$ cat config.mk
export PLATFORM = sky130hd
export DESIGN_NAME = aimd_bitrate_target_update
export DESIGN_NICKNAME = d
export VERILOG_FILES = /design/src/rtl/core/abtu_pkg.sv /design/src/rtl/core/abtu_cfg_regs.sv /design/src/rtl/core/abtu_update.sv /design/src/rtl/core/aimd_bitrate_target_update.sv
export SDC_FILE = /design/constraint.sdc
export NUM_CORES = 2
export LEC_CHECK = 0
export ABC_CLOCK_PERIOD_IN_PS = 29200
export BUFFER_PORTS_ARGS = -buffer_cell sky130_fd_sc_hd__buf_2
export CAP_MARGIN = 5
export CORE_ASPECT_RATIO = 1.1
export CORE_MARGIN = 3
export CORE_UTILIZATION = 30
export DETAILED_ROUTE_END_ITERATION = 12
export PLACE_DENSITY_LB_ADDON = 0.2
export SYNTH_ARGS = -nofsm -noshare
export SYNTH_HDL_FRONTEND = slang
export SYNTH_SLANG_ARGS = --single-unit
$ cat constraint.sdc
create_clock -name clk_i -period 29.2 [get_ports clk_i]
set_input_delay 1.46 -clock clk_i [delete_from_list [all_inputs] [get_ports clk_i]]
set_output_delay 1.46 -clock clk_i [all_outputs]
set_load 0.05 [all_outputs]
$ cat src/rtl/core/abtu_pkg.sv
// Package for the AIMD bitrate target update block.
// Holds usage and register index codes, reset constants and the config struct.
// No dependencies.
package abtu_pkg;

  // Bandwidth usage codes carried on the usage field
  typedef enum logic [1:0] {
    USAGE_NORMAL = 2'd0,
    USAGE_OVER   = 2'd1,
    USAGE_UNDER  = 2'd2
  } usage_e;

  // Configuration register indexes
  typedef enum logic [2:0] {
    REG_MAX_BITRATE     = 3'd0,
    REG_DECREASE        = 3'd1,
    REG_STRONG_DECREASE = 3'd2,
    REG_INCREASE        = 3'd3,
    REG_HOLD_COUNT      = 3'd4,
    REG_ADDITIVE_STEP   = 3'd5,
    REG_UNDERUSE_BONUS  = 3'd6
  } cfg_reg_e;

  localparam int unsigned RateW   = 32;
  localparam int unsigned CfgIdxW = 3;
  localparam int unsigned RunW    = 8;
  // Widest intermediate: Q16 product of 32x18 shifted, plus a 16-bit bonus
  localparam int unsigned NextW   = 35;

  localparam logic [RunW-1:0] RunMax = 8'd255;

  // Reset values
  localparam logic [31:0] MaxBitrateRst     = 32'd3000000;
  localparam logic [16:0] DecreaseRst       = 17'd55706;
  localparam logic [16:0] StrongDecreaseRst = 17'd52429;
  localparam logic [17:0] IncreaseRst       = 18'd68813;
  localparam logic [7:0]  HoldCountRst      = 8'd10;
  localparam logic [15:0] AdditiveStepRst   = 16'd100;
  localparam logic [15:0] UnderuseBonusRst  = 16'd1000;
  localparam logic [31:0] TargetRst         = 32'd1000000;
  localparam logic [31:0] FloorRst          = 32'd150000;

  // Current configuration as seen by the update logic
  typedef struct packed {
    logic [31:0] max_bitrate;
    logic [16:0] decrease_q16;
    logic [16:0] strong_decrease_q16;
    logic [17:0] increase_q16;
    logic [7:0]  hold_count;
    logic [15:0] additive_step;
    logic [15:0] underuse_bonus;
  } cfg_t;

endpackage

$ cat src/rtl/core/abtu_cfg_regs.sv
// Configuration register file for the AIMD bitrate target update block.
// Depends on abtu_pkg.
module abtu_cfg_regs (
  input  logic                          clk_i,
  input  logic                          rst_ni,
  input  logic                          cfg_valid_i,
  input  logic [abtu_pkg::CfgIdxW-1:0]  cfg_index_i,
  input  logic [31:0]                   cfg_data_i,
  output abtu_pkg::cfg_t                cfg_o
);

  abtu_pkg::cfg_t cfg_q, cfg_d;

  // Decode a write request; unknown indexes are dropped
  always_comb begin
    cfg_d = cfg_q;
    if (cfg_valid_i) begin
      unique case (cfg_index_i)
        abtu_pkg::REG_MAX_BITRATE:     cfg_d.max_bitrate         = cfg_data_i;
        abtu_pkg::REG_DECREASE:        cfg_d.decrease_q16        = cfg_data_i[16:0];
        abtu_pkg::REG_STRONG_DECREASE: cfg_d.strong_decrease_q16 = cfg_data_i[16:0];
        abtu_pkg::REG_INCREASE:        cfg_d.increase_q16        = cfg_data_i[17:0];
        abtu_pkg::REG_HOLD_COUNT:      cfg_d.hold_count          = cfg_data_i[7:0];
        abtu_pkg::REG_ADDITIVE_STEP:   cfg_d.additive_step       = cfg_data_i[15:0];
        abtu_pkg::REG_UNDERUSE_BONUS:  cfg_d.underuse_bonus      = cfg_data_i[15:0];
        default: ;
      endcase
    end
  end

  always_ff @(posedge clk_i or negedge rst_ni) begin
    if (!rst_ni) begin
      cfg_q.max_bitrate         <= abtu_pkg::MaxBitrateRst;
      cfg_q.decrease_q16        <= abtu_pkg::DecreaseRst;
      cfg_q.strong_decrease_q16 <= abtu_pkg::StrongDecreaseRst;
      cfg_q.increase_q16        <= abtu_pkg::IncreaseRst;
      cfg_q.hold_count          <= abtu_pkg::HoldCountRst;
      cfg_q.additive_step       <= abtu_pkg::AdditiveStepRst;
      cfg_q.underuse_bonus      <= abtu_pkg::UnderuseBonusRst;
    end else begin
      cfg_q <= cfg_d;
    end
  end

  assign cfg_o = cfg_q;

endmodule

$ cat src/rtl/core/abtu_update.sv
// Target update datapath and controller state (target, floor, last usage, run).
// One Q16 multiply, then add, clamp to max and floor. Depends on abtu_pkg.
module abtu_update (
  input  logic                         clk_i,
  input  logic                         rst_ni,
  input  logic                         step_i,
  input  logic [abtu_pkg::RateW-1:0]   rate_i,
  input  logic [1:0]                   usage_i,
  input  abtu_pkg::cfg_t               cfg_i,
  output logic [abtu_pkg::RateW-1:0]   target_o,
  output logic                         changed_o
);

  logic [31:0]                 target_q, target_d;
  logic [31:0]                 floor_q, floor_d;
  abtu_pkg::usage_e            last_q, last_d;
  logic [abtu_pkg::RunW-1:0]   run_q, run_d;

  abtu_pkg::usage_e            usage;
  logic [31:0]                 lo, hi;
  logic [31:0]                 mul_a;
  logic [17:0]                 mul_b;
  logic [49:0]                 prod;
  logic [abtu_pkg::NextW-1:0]  next;
  logic [31:0]                 clamped;
  logic                        changed;

  // Code three is treated as underuse
  always_comb begin
    unique case (usage_i)
      abtu_pkg::USAGE_NORMAL: usage = abtu_pkg::USAGE_NORMAL;
      abtu_pkg::USAGE_OVER:   usage = abtu_pkg::USAGE_OVER;
      default:                usage = abtu_pkg::USAGE_UNDER;
    endcase
  end

  assign lo = (target_q > rate_i) ? rate_i : target_q;
  assign hi = (target_q < rate_i) ? rate_i : target_q;

  // Shared Q16 multiplier: cut on the smaller rate, raise on the larger
  always_comb begin
    if (usage == abtu_pkg::USAGE_OVER) begin
      mul_a = lo;
      mul_b = (last_q == abtu_pkg::USAGE_OVER) ? {1'b0, cfg_i.strong_decrease_q16}
                                               : {1'b0, cfg_i.decrease_q16};
    end else begin
      mul_a = hi;
      mul_b = cfg_i.increase_q16;
    end
  end

  assign prod = {18'd0, mul_a} * {32'd0, mul_b};

  // Next-state selection per usage transition
  always_comb begin
    next    = {3'd0, target_q};
    floor_d = floor_q;
    run_d   = '0;
    changed = 1'b0;
    unique case (usage)
      abtu_pkg::USAGE_NORMAL: begin
        priority if (last_q == abtu_pkg::USAGE_OVER) begin
          floor_d = target_q;
        end else if (last_q == abtu_pkg::USAGE_UNDER) begin
          floor_d = lo;
        end else begin
          if (run_q > cfg_i.hold_count) begin
            next    = {3'd0, hi} + {19'd0, cfg_i.additive_step};
            changed = 1'b1;
          end
          run_d = (run_q < abtu_pkg::RunMax) ? run_q + 8'd1 : run_q;
        end
      end
      abtu_pkg::USAGE_OVER: begin
        next    = {1'b0, prod[49:16]};
        changed = 1'b1;
      end
      default: begin
        next = {1'b0, prod[49:16]};
        if (last_q == abtu_pkg::USAGE_UNDER) begin
          next = {1'b0, prod[49:16]} + {19'd0, cfg_i.underuse_bonus};
        end
        changed = (last_q != abtu_pkg::USAGE_NORMAL);
      end
    endcase
  end

  // Clamp to the maximum first, then the (updated) floor wins
  always_comb begin
    clamped  = (next > {3'd0, cfg_i.max_bitrate}) ? cfg_i.max_bitrate : next[31:0];
    target_d = (clamped < floor_d) ? floor_d : clamped;
    last_d   = usage;
  end

  always_ff @(posedge clk_i or negedge rst_ni) begin
    if (!rst_ni) begin
      target_q <= abtu_pkg::TargetRst;
      floor_q  <= abtu_pkg::FloorRst;
      last_q   <= abtu_pkg::USAGE_NORMAL;
      run_q    <= '0;
    end else if (step_i) begin
      target_q <= target_d;
      floor_q  <= floor_d;
      last_q   <= last_d;
      run_q    <= run_d;
    end
  end

  assign target_o  = target_d;
  assign changed_o = changed;

endmodule

$ cat src/rtl/core/aimd_bitrate_target_update.sv
// Top level of the AIMD bitrate target update block: input register, update
// datapath, result register. Depends on abtu_pkg, abtu_cfg_regs, abtu_update.
//
//   channel  direction  handshake                payload
//   in       sink       in_valid_i / in_ready_o  rate_i, usage_i
//   out      source     out_valid_o/ out_ready_i target_bitrate_o, changed_o
//   cfg      sink       cfg_valid_i/ cfg_ready_o cfg_index_i, cfg_data_i
//
// A request sits in the input register after the edge that accepts it and is
// loaded into the result register at the next edge when that register is free,
// so its result is valid once it is in the result register; one request is
// taken every cycle while results are drained. The loop through the target
// register (multiply, add, clamp) sets the cycle time.
// Reset is asynchronous, active low, and restores the state, configuration and
// valid registers at once; payload registers are not reset.
// A stalled output holds its result; the input register still takes one more
// request, then in_ready_o drops until the result is taken.
module aimd_bitrate_target_update (
  input  logic                         clk_i,
  input  logic                         rst_ni,
  input  logic                         in_valid_i,
  output logic                         in_ready_o,
  input  logic [abtu_pkg::RateW-1:0]   rate_i,
  input  logic [1:0]                   usage_i,
  output logic                         out_valid_o,
  input  logic                         out_ready_i,
  output logic [abtu_pkg::RateW-1:0]   target_bitrate_o,
  output logic                         changed_o,
  input  logic                         cfg_valid_i,
  output logic                         cfg_ready_o,
  input  logic [abtu_pkg::CfgIdxW-1:0] cfg_index_i,
  input  logic [31:0]                  cfg_data_i
);

  abtu_pkg::cfg_t cfg;

  logic                        in_vld_q;
  logic [abtu_pkg::RateW-1:0]  rate_q;
  logic [1:0]                  usage_q;
  logic                        out_vld_q;
  logic [abtu_pkg::RateW-1:0]  target_q;
  logic                        changed_q;
  logic [abtu_pkg::RateW-1:0]  target_nxt;
  logic                        changed_nxt;
  logic                        advance;

  assign cfg_ready_o = 1'b1;

  abtu_cfg_regs u_cfg (
    .clk_i       (clk_i),
    .rst_ni      (rst_ni),
    .cfg_valid_i (cfg_valid_i),
    .cfg_index_i (cfg_index_i),
    .cfg_data_i  (cfg_data_i),
    .cfg_o       (cfg)
  );

  // Request moves to the result register when that register is free or drains
  assign advance    = in_vld_q && (!out_vld_q || out_ready_i);
  assign in_ready_o = !in_vld_q || advance;

  // Input register
  always_ff @(posedge clk_i or negedge rst_ni) begin
    if (!rst_ni) begin
      in_vld_q <= 1'b0;
    end else if (in_ready_o) begin
      in_vld_q <= in_valid_i;
    end
  end

  always_ff @(posedge clk_i) begin
    if (in_valid_i && in_ready_o) begin
      rate_q  <= rate_i;
      usage_q <= usage_i;
    end
  end

  abtu_update u_update (
    .clk_i     (clk_i),
    .rst_ni    (rst_ni),
    .step_i    (advance),
    .rate_i    (rate_q),
    .usage_i   (usage_q),
    .cfg_i     (cfg),
    .target_o  (target_nxt),
    .changed_o (changed_nxt)
  );

  // Result register
  always_ff @(posedge clk_i or negedge rst_ni) begin
    if (!rst_ni) begin
      out_vld_q <= 1'b0;
    end else if (advance) begin
      out_vld_q <= 1'b1;
    end else if (out_ready_i) begin
      out_vld_q <= 1'b0;
    end
  end

  always_ff @(posedge clk_i) begin
    if (advance) begin
      target_q  <= target_nxt;
      changed_q <= changed_nxt;
    end
  end

  assign out_valid_o      = out_vld_q;
  assign target_bitrate_o = target_q;
  assign changed_o        = changed_q;

endmodule

Word-level counts from Yosys, hierarchy flattened

Cells that the tools add are included.

Add/sub/neg operators: 3
Magnitude comparators: 6
Muxes and demuxes: 26
Multiply operators: 1
Reductions and logical operators: 19
Equality and inequality tests: 11

Operators by type and width:

| cell                                                             | count |
|---|---|
| 32-bit two-way mux                                               | 8 |
| 35-bit two-way mux                                               | 4 |
| 35-bit one-hot mux with 2 select lines                           | 1 |
| 32-bit less-than comparator                                      | 2 |
| 32-bit by 18-bit multiplier with 50-bit output                   | 1 |
| 34-bit by 16-bit adder with 35-bit output                        | 1 |
| 35-bit by 32-bit greater-than comparator with 1-bit output       | 1 |
| 32-bit by 16-bit adder with 33-bit output                        | 1 |
| 32-bit greater-than comparator                                   | 1 |
| 8-bit two-way mux                                                | 4 |
| 18-bit two-way mux                                               | 1 |
| 17-bit two-way mux                                               | 1 |
| 2-bit AND reduction                                              | 8 |
| 3-bit == test (second input constant)                            | 3 |
| 8-bit by 1-bit adder with 8-bit output (second input constant)   | 1 |
| 8-bit greater-than comparator                                    | 1 |
| 8-bit less-than comparator (second input constant)               | 1 |
| 2-bit by 1-bit == test with 1-bit output (second input constant) | 3 |
| 3-bit by 2-bit == test with 1-bit output (second input constant) | 2 |
| 1-bit two-way mux                                                | 5 |
| 2-bit logical NOT                                                | 2 |
| 4-bit by 1-bit != test with 1-bit output (second input constant) | 1 |
| 2-bit one-hot mux with 2 select lines                            | 1 |
| 2-bit nonzero test                                               | 2 |
| other kinds (7)                                                  | 10 |

Bits of input ports: 74
Register bits: 267

Depth between registers and ports, before layout

Depth after elaboration: 12
Mapped depth: 78

Cells and area by module

Synthesis repeated with hierarchy kept, for this count alone.

Cells, all modules: 4367
Area, all modules: 37802.5 µm²

Modules (own cells, without submodules):

| module                     | cells an instance | times used | area each (µm²) | seq. area each (µm²) |
|---|---|---|---|---|
| abtu_update                | 4020              | 1          | 30729.5         | 1870.5 |
| abtu_cfg_regs              | 270               | 1          | 4946.0          | 3161.8 |
| aimd_bitrate_target_update | 77                | 1          | 2127.0          | 2062.0 |

Worst setup path after synthesis

Ideal clock, no wire load.

Kind: register to register
Start: reg rate_q[28] in the netlist's numbering
End: reg target_q, in the netlist target_bitrate_o[22] (data pin)
Path buffers: 7
Data arrival time: 16293 ps
Cell stages (with the launch flop): 72
Setup slack: 12645 ps
Required time: 28938 ps
Path through: edfxtp_1 inv_1 ha_1 nand4_1 or2_2 or4_1 a31oi_2 or2_1 buf_2 clkbuf_1 buf_2 buf_1 nor2_1 a21oi_1 inv_1 o21ai_1 nor2_1 fa_1 [... 36 more ...] inv_2 buf_2 mux2_2 ha_1 a21o_1 a21o_1 a21o_1 a21o_1 a21o_1 a21o_1 a21o_1 a221o_1 nand3b_1 nor3b_1 mux2i_4 nand2_2 buf_2 mux2_1

Longest elaborated chain between the ends: 11

RTL lines:

| element                                                                              | RTL line                             | source |
|---|---|---|
| start: declaration                                                                   | aimd_bitrate_target_update.sv:38     | `logic [abtu_pkg::RateW-1:0] rate_q;` |
| start signal: assignment                                                             | aimd_bitrate_target_update.sv:73     | `rate_q <= rate_i;` |
| 32-bit less-than comparator or 32-bit greater-than comparator (tied branches)        | abtu_update.sv:38, abtu_update.sv:37 |  |
| 32-bit two-way mux (on tied branches)                                                | abtu_update.sv:38, abtu_update.sv:37 |  |
| 32-bit two-way mux or 32-bit by 16-bit adder with 33-bit output (tied branches)      | abtu_update.sv:42, abtu_update.sv:68 |  |
| 32-bit by 18-bit multiplier with 50-bit output or 35-bit two-way mux (tied branches) | abtu_update.sv:52, abtu_update.sv:67 |  |
| 34-bit by 16-bit adder with 35-bit output or 35-bit two-way mux (tied branches)      | abtu_update.sv:81, abtu_update.sv:64 |  |
| 35-bit two-way mux (on tied branches)                                                | abtu_update.sv:80, abtu_update.sv:62 |  |
| 35-bit one-hot mux with 2 select lines                                               | abtu_update.sv:60                    | `unique case (usage)` |
| 35-bit by 32-bit greater-than comparator with 1-bit output                           | abtu_update.sv:90                    | `clamped = (next > {3'd0, cfg_i.max_bitrate}) ? cfg_i.max_bitrate : next[31:0];` |
| 32-bit two-way mux                                                                   | abtu_update.sv:90                    |  |
| 32-bit less-than comparator                                                          | abtu_update.sv:91                    | `target_d = (clamped < floor_d) ? floor_d : clamped;` |
| 32-bit two-way mux *                                                                 | abtu_update.sv:91                    |  |
| via target_nxt, one bit                                                              | aimd_bitrate_target_update.sv:43     | `logic [abtu_pkg::RateW-1:0] target_nxt;` |
| end signal: assignment                                                               | aimd_bitrate_target_update.sv:102    | `target_q <= target_nxt;` |
| end: declaration                                                                     | aimd_bitrate_target_update.sv:41     | `logic [abtu_pkg::RateW-1:0] target_q;` |

Mark *: on every way through the listed nets, which the timed path passes. The rest lies on a longest branch.
A chain may end at the register's enable or synchronous reset.

Final worst setup path

Start: reg u_update.target_q[7]
End: reg target_q, in the netlist target_bitrate_o[31] (data pin)

Longest elaborated chain between the ends: 11

RTL lines:

| element                                                                              | RTL line                             | source |
|---|---|---|
| start: declaration                                                                   | abtu_update.sv:14                    | `logic [31:0] target_q, target_d;` |
| start signal: assignment                                                             | abtu_update.sv:97                    | `target_q <= abtu_pkg::TargetRst;` |
| start signal: assignment                                                             | abtu_update.sv:102                   | `target_q <= target_d;` |
| 32-bit less-than comparator or 32-bit greater-than comparator (tied branches)        | abtu_update.sv:38, abtu_update.sv:37 |  |
| 32-bit two-way mux (on tied branches)                                                | abtu_update.sv:38, abtu_update.sv:37 |  |
| 32-bit two-way mux or 32-bit by 16-bit adder with 33-bit output (tied branches)      | abtu_update.sv:42, abtu_update.sv:68 |  |
| 32-bit by 18-bit multiplier with 50-bit output or 35-bit two-way mux (tied branches) | abtu_update.sv:52, abtu_update.sv:67 |  |
| 34-bit by 16-bit adder with 35-bit output or 35-bit two-way mux (tied branches)      | abtu_update.sv:81, abtu_update.sv:64 |  |
| 35-bit two-way mux (on tied branches)                                                | abtu_update.sv:80, abtu_update.sv:62 |  |
| 35-bit one-hot mux with 2 select lines                                               | abtu_update.sv:60                    |  |
| 35-bit by 32-bit greater-than comparator with 1-bit output                           | abtu_update.sv:90                    |  |
| 32-bit two-way mux                                                                   | abtu_update.sv:90                    |  |
| 32-bit less-than comparator                                                          | abtu_update.sv:91                    |  |
| 32-bit two-way mux *                                                                 | abtu_update.sv:91                    |  |
| via target_nxt, one bit                                                              | aimd_bitrate_target_update.sv:43     |  |

Marked as above.

==> key figures <==
Routing
  – Initial DRC count: 2,249
  – Drt wl/cell: ~23 um
  – DRC violations left: 0
  – First-pass DRT Iterations: 5
  – Detailed Route WL: around 140,000 um
  – Post-route ant nets: 0
  – DR vias: approximately 30,000
  – Vias per std cell: ~5.2

Clock network
  – CTS clk-pin slew, worst paths: 0.07 ns
  – Resized cells post-CTS: 0
  – Clock Path Buffers: 3
  – TritonCTS clock tree: built
  – Post-CTS Setup Bufs: 0
  – Clk Tree Root Cell: clkbuf_16
  – H-tree depth: 1
  – Num CTS Buffers: 28
  – Insertion delay to the later sink of the worst-skew pair: roughly 0.60 ns
  – Clk sinks: roughly 270
  – Post-CTS Hold Buffers: 0

Global routing
  – GRT Overall Usage: ~21%
  – Met2 Use GR: 36.4%
  – First-pass GRT wire length: around 210,000 um
  – Most used routing layer: met2
  – Vias in the first global route: roughly 32,000
  – Initial antenna violation count: 1
  – Gr ovfl total: 0
  – Largest net degree at the start of global routing: a little over 90
  – GR Util met3: 1.55%
  – Met1 Usage GRT: 29.3%

Layout
  – Fillcell total: approximately 13,000
  – # diodes: 0
  – Share of cells above drive strength 1: between 10% and 20%
  – Post-route cell area: about 41,000 um^2
  – Synth-to-Final Area Change: 9.10%
  – Post-layout nets: roughly 5,100
  – Final Core Density: about a third

Critical path
  – Critical setup path kind: flip-flop to flip-flop
  – Crit path max fanout: 31
  – Crit. End Element: flip-flop
  – CP most frequent cell: a21o_1
  – CP Data Arrival Time: approximately 21 ns
  – Worst Path Required: approximately 30 ns
  – Worst setup startpoint: u_update.target_q[7]
  – Slowest stage cell, crit path: a2111oi_1
  – Reg-to-reg slack, setup: 8.38 ns
  – CP max stage delay: between 0.9 and 1 ns
  – R2R cell count: between 60 and 70
  – Reg-to-reg startpoint: u_update.target_q[7]
  – Type of origin of the critical path: flip-flop
  – RR Endpoint: target_bitrate_o[31]

Hold path
  – Endpoint, Worst Hold: u_update.floor_q[0]
  – Worst hold path class: flip-flop to flip-flop
  – Hold Path Origin: u_update.floor_q[0]
  – Hold depth: 2

Yosys
  – Share of the synthesized area in the top cell type: approximately a quarter
  – Ys async rst share: about three quarters
  – Yosys Warn Count: 0
  – Post-synth EDFFs: 67
  – Mapped cell area: 37,200 um^2
  – Synth cell count leaders: inv_1 (705), nand2_1 (682), fa_1 (480)
  – FF+latch count, synth: between 200 and 300
  – Yosys top cell by area: fa_1
  – Syn_area_per_cell: slightly below 9 um^2
  – Ranking of synthesized cells by area: fa_1 (26%), dfrtp_1 (9.3%), ha_1 (8.7%)
  – Synth Net Count: around 5,100
  – Most numerous cell in the Yosys netlist: inv_1
  – Prevailing post-synth register cell: dfrtp_1
  – Distinct cells, synth: 91
  – Register area share after synthesis: 19.1%
  – Cells after synthesis: around 4,300

Status
  – Status: complete, no violations

Timing
  – Fmax achieved: 48.0 MHz
  – Final Hold Fails: 0
  – Least-Margin Pin Slew: 1.22 ns
  – Final Cycle Share: between 70 and 80%
  – Rel. slew slack: roughly 18%
  – Final setup fails: 0
  – Final setup TNS: 0 ns
  – Pins over their slew limit: 0
  – RSZ-0062 raised after global routing: false
  – Clock Skew: 0.0190 ns
  – Post-route minimum period: 20.82 ns

Placed design
  – Placed cell areas: between 30,000 and 40,000 um^2
  – GP Congestion: 0.909
  – Port bufs: 108
  – Post-DP HPWL: between 100,000 and 150,000 um

Floorplanning
  – Io pins: between 100 and 150
  – Core Box Area: 122,000 um^2
  – DIE HEIGHT: 375 um
  – Row count: 134
  – Initial Util: a little under a third
  – Die X: between 300 and 400 um
  – Die area: about 130,000 um^2

Run
  – Max Cap Viol: 0
-- logic make-up after synthesis --
logic type	count (synthesis)	synth area share, %
and+or+nand+nor	1252	14.5
DFF	267	19.1
adders and majority gates	740	34.6
muxes	217	6.43
other	1	0.0101
xor gates and xnor gates	86	2.02
AOI/OAI and AO/OA	802	13.9
buffers and inverters	931	9.50
-- registers in the layout (all words and copies together) (netlist names) --
name / flops
out_valid_o: 1
in_vld_q: 1
usage_q: 2
u_update.target_q: 32
changed_o: 1
u_update.run_q: 8
u_update.last_q: 2
u_cfg.cfg_o: 124
u_update.floor_q: 32
target_bitrate_o: 32
rate_q: 32
-- placed cells by master, fill, tap and decap left out, drive strengths merged, types with 18 or more instances in the layout --
cell    count
inv       708
nand2     683
fa        480
nor2      292
ha        260
o21ai     228
a21oi     189
buf       174
mux2      167
dfrtp     138
edfxtp     67
and2       64
xnor2      62
dfstp      62
a21o       54
a221o      52
mux2i      50
nand4      48
o22ai      41
a211oi     39
clkbuf     39
o31ai      38
nor3       37
o21a       32
o211ai     25
xor2       24
nand3      23
nor2b      21
nand2b     19
a31oi      18
a21boi     18
-- through the flow --
stage | instances | setup slack (ns) | hold slack [ns]
5_1_grt | 5934 | 7.50 | 0.498
3_3_place_gp | 5882 | 8.30 | 0.458
3_5_place_dp | 5882 | 8.54 | 0.462
6_report | 5934 | 8.38 | 0.484
2_1_floorplan | 4296 | 12.65 | 0.440
4_1_cts | 5934 | 8.44 | 0.478
-- cell type report --
class,count,area [um^2],area share (%)
Clock inverter,14,194,0.478
Tap cell,1632,2040,5.03
Multi-Input combinational cell,3098,26800,65.9
Timing Repair Buffer,175,1050,2.59
Clock buffer,38,788,1.94
Inverter,710,2670,6.56
Sequential cell,267,7090,17.5
-- metal layers --
layer	wire length, um	part of all wire (%)	up-vias
li1	-	-	14008
met5	0	0	-
met2	66300	48	873
met3	6010	4.4	156
met1	61600	45	15742
met4	4010	2.9	0
-- how the worst max path moves through the flow --
| stage | slack [ns] | cells after the start | endpoint |
|---|---|---|---|
| after floorplan | 12.65 | 71 | target_bitrate_o[22] |
| after global placement | 8.30 | 65 | target_bitrate_o[31] |
| after detailed placement | 8.54 | 63 | target_bitrate_o[31] |
| after CTS | 8.44 | 62 | target_bitrate_o[31] |
| after global routing | 7.50 | 62 | target_bitrate_o[31] |
| final | 8.38 | 64 | target_bitrate_o[31] |
-- critical path: cells and delay by family, from the launching register on --
kind | cells | cell delay [ns]
XOR/XNOR | 2 | 0.37
flip-flops | 1 | 0.48
AO/OA/AOI/OAI | 24 | 7.40
adder cells (fa/ha/maj) | 11 | 4.81
buffers and inverters | 7 | 1.33
multiplexers | 4 | 1.56
AND/OR/NAND/NOR | 16 | 4.51
Power is not shown: default switching activity piles up to over one toggle a cycle in this logic, so the estimate is an artifact.
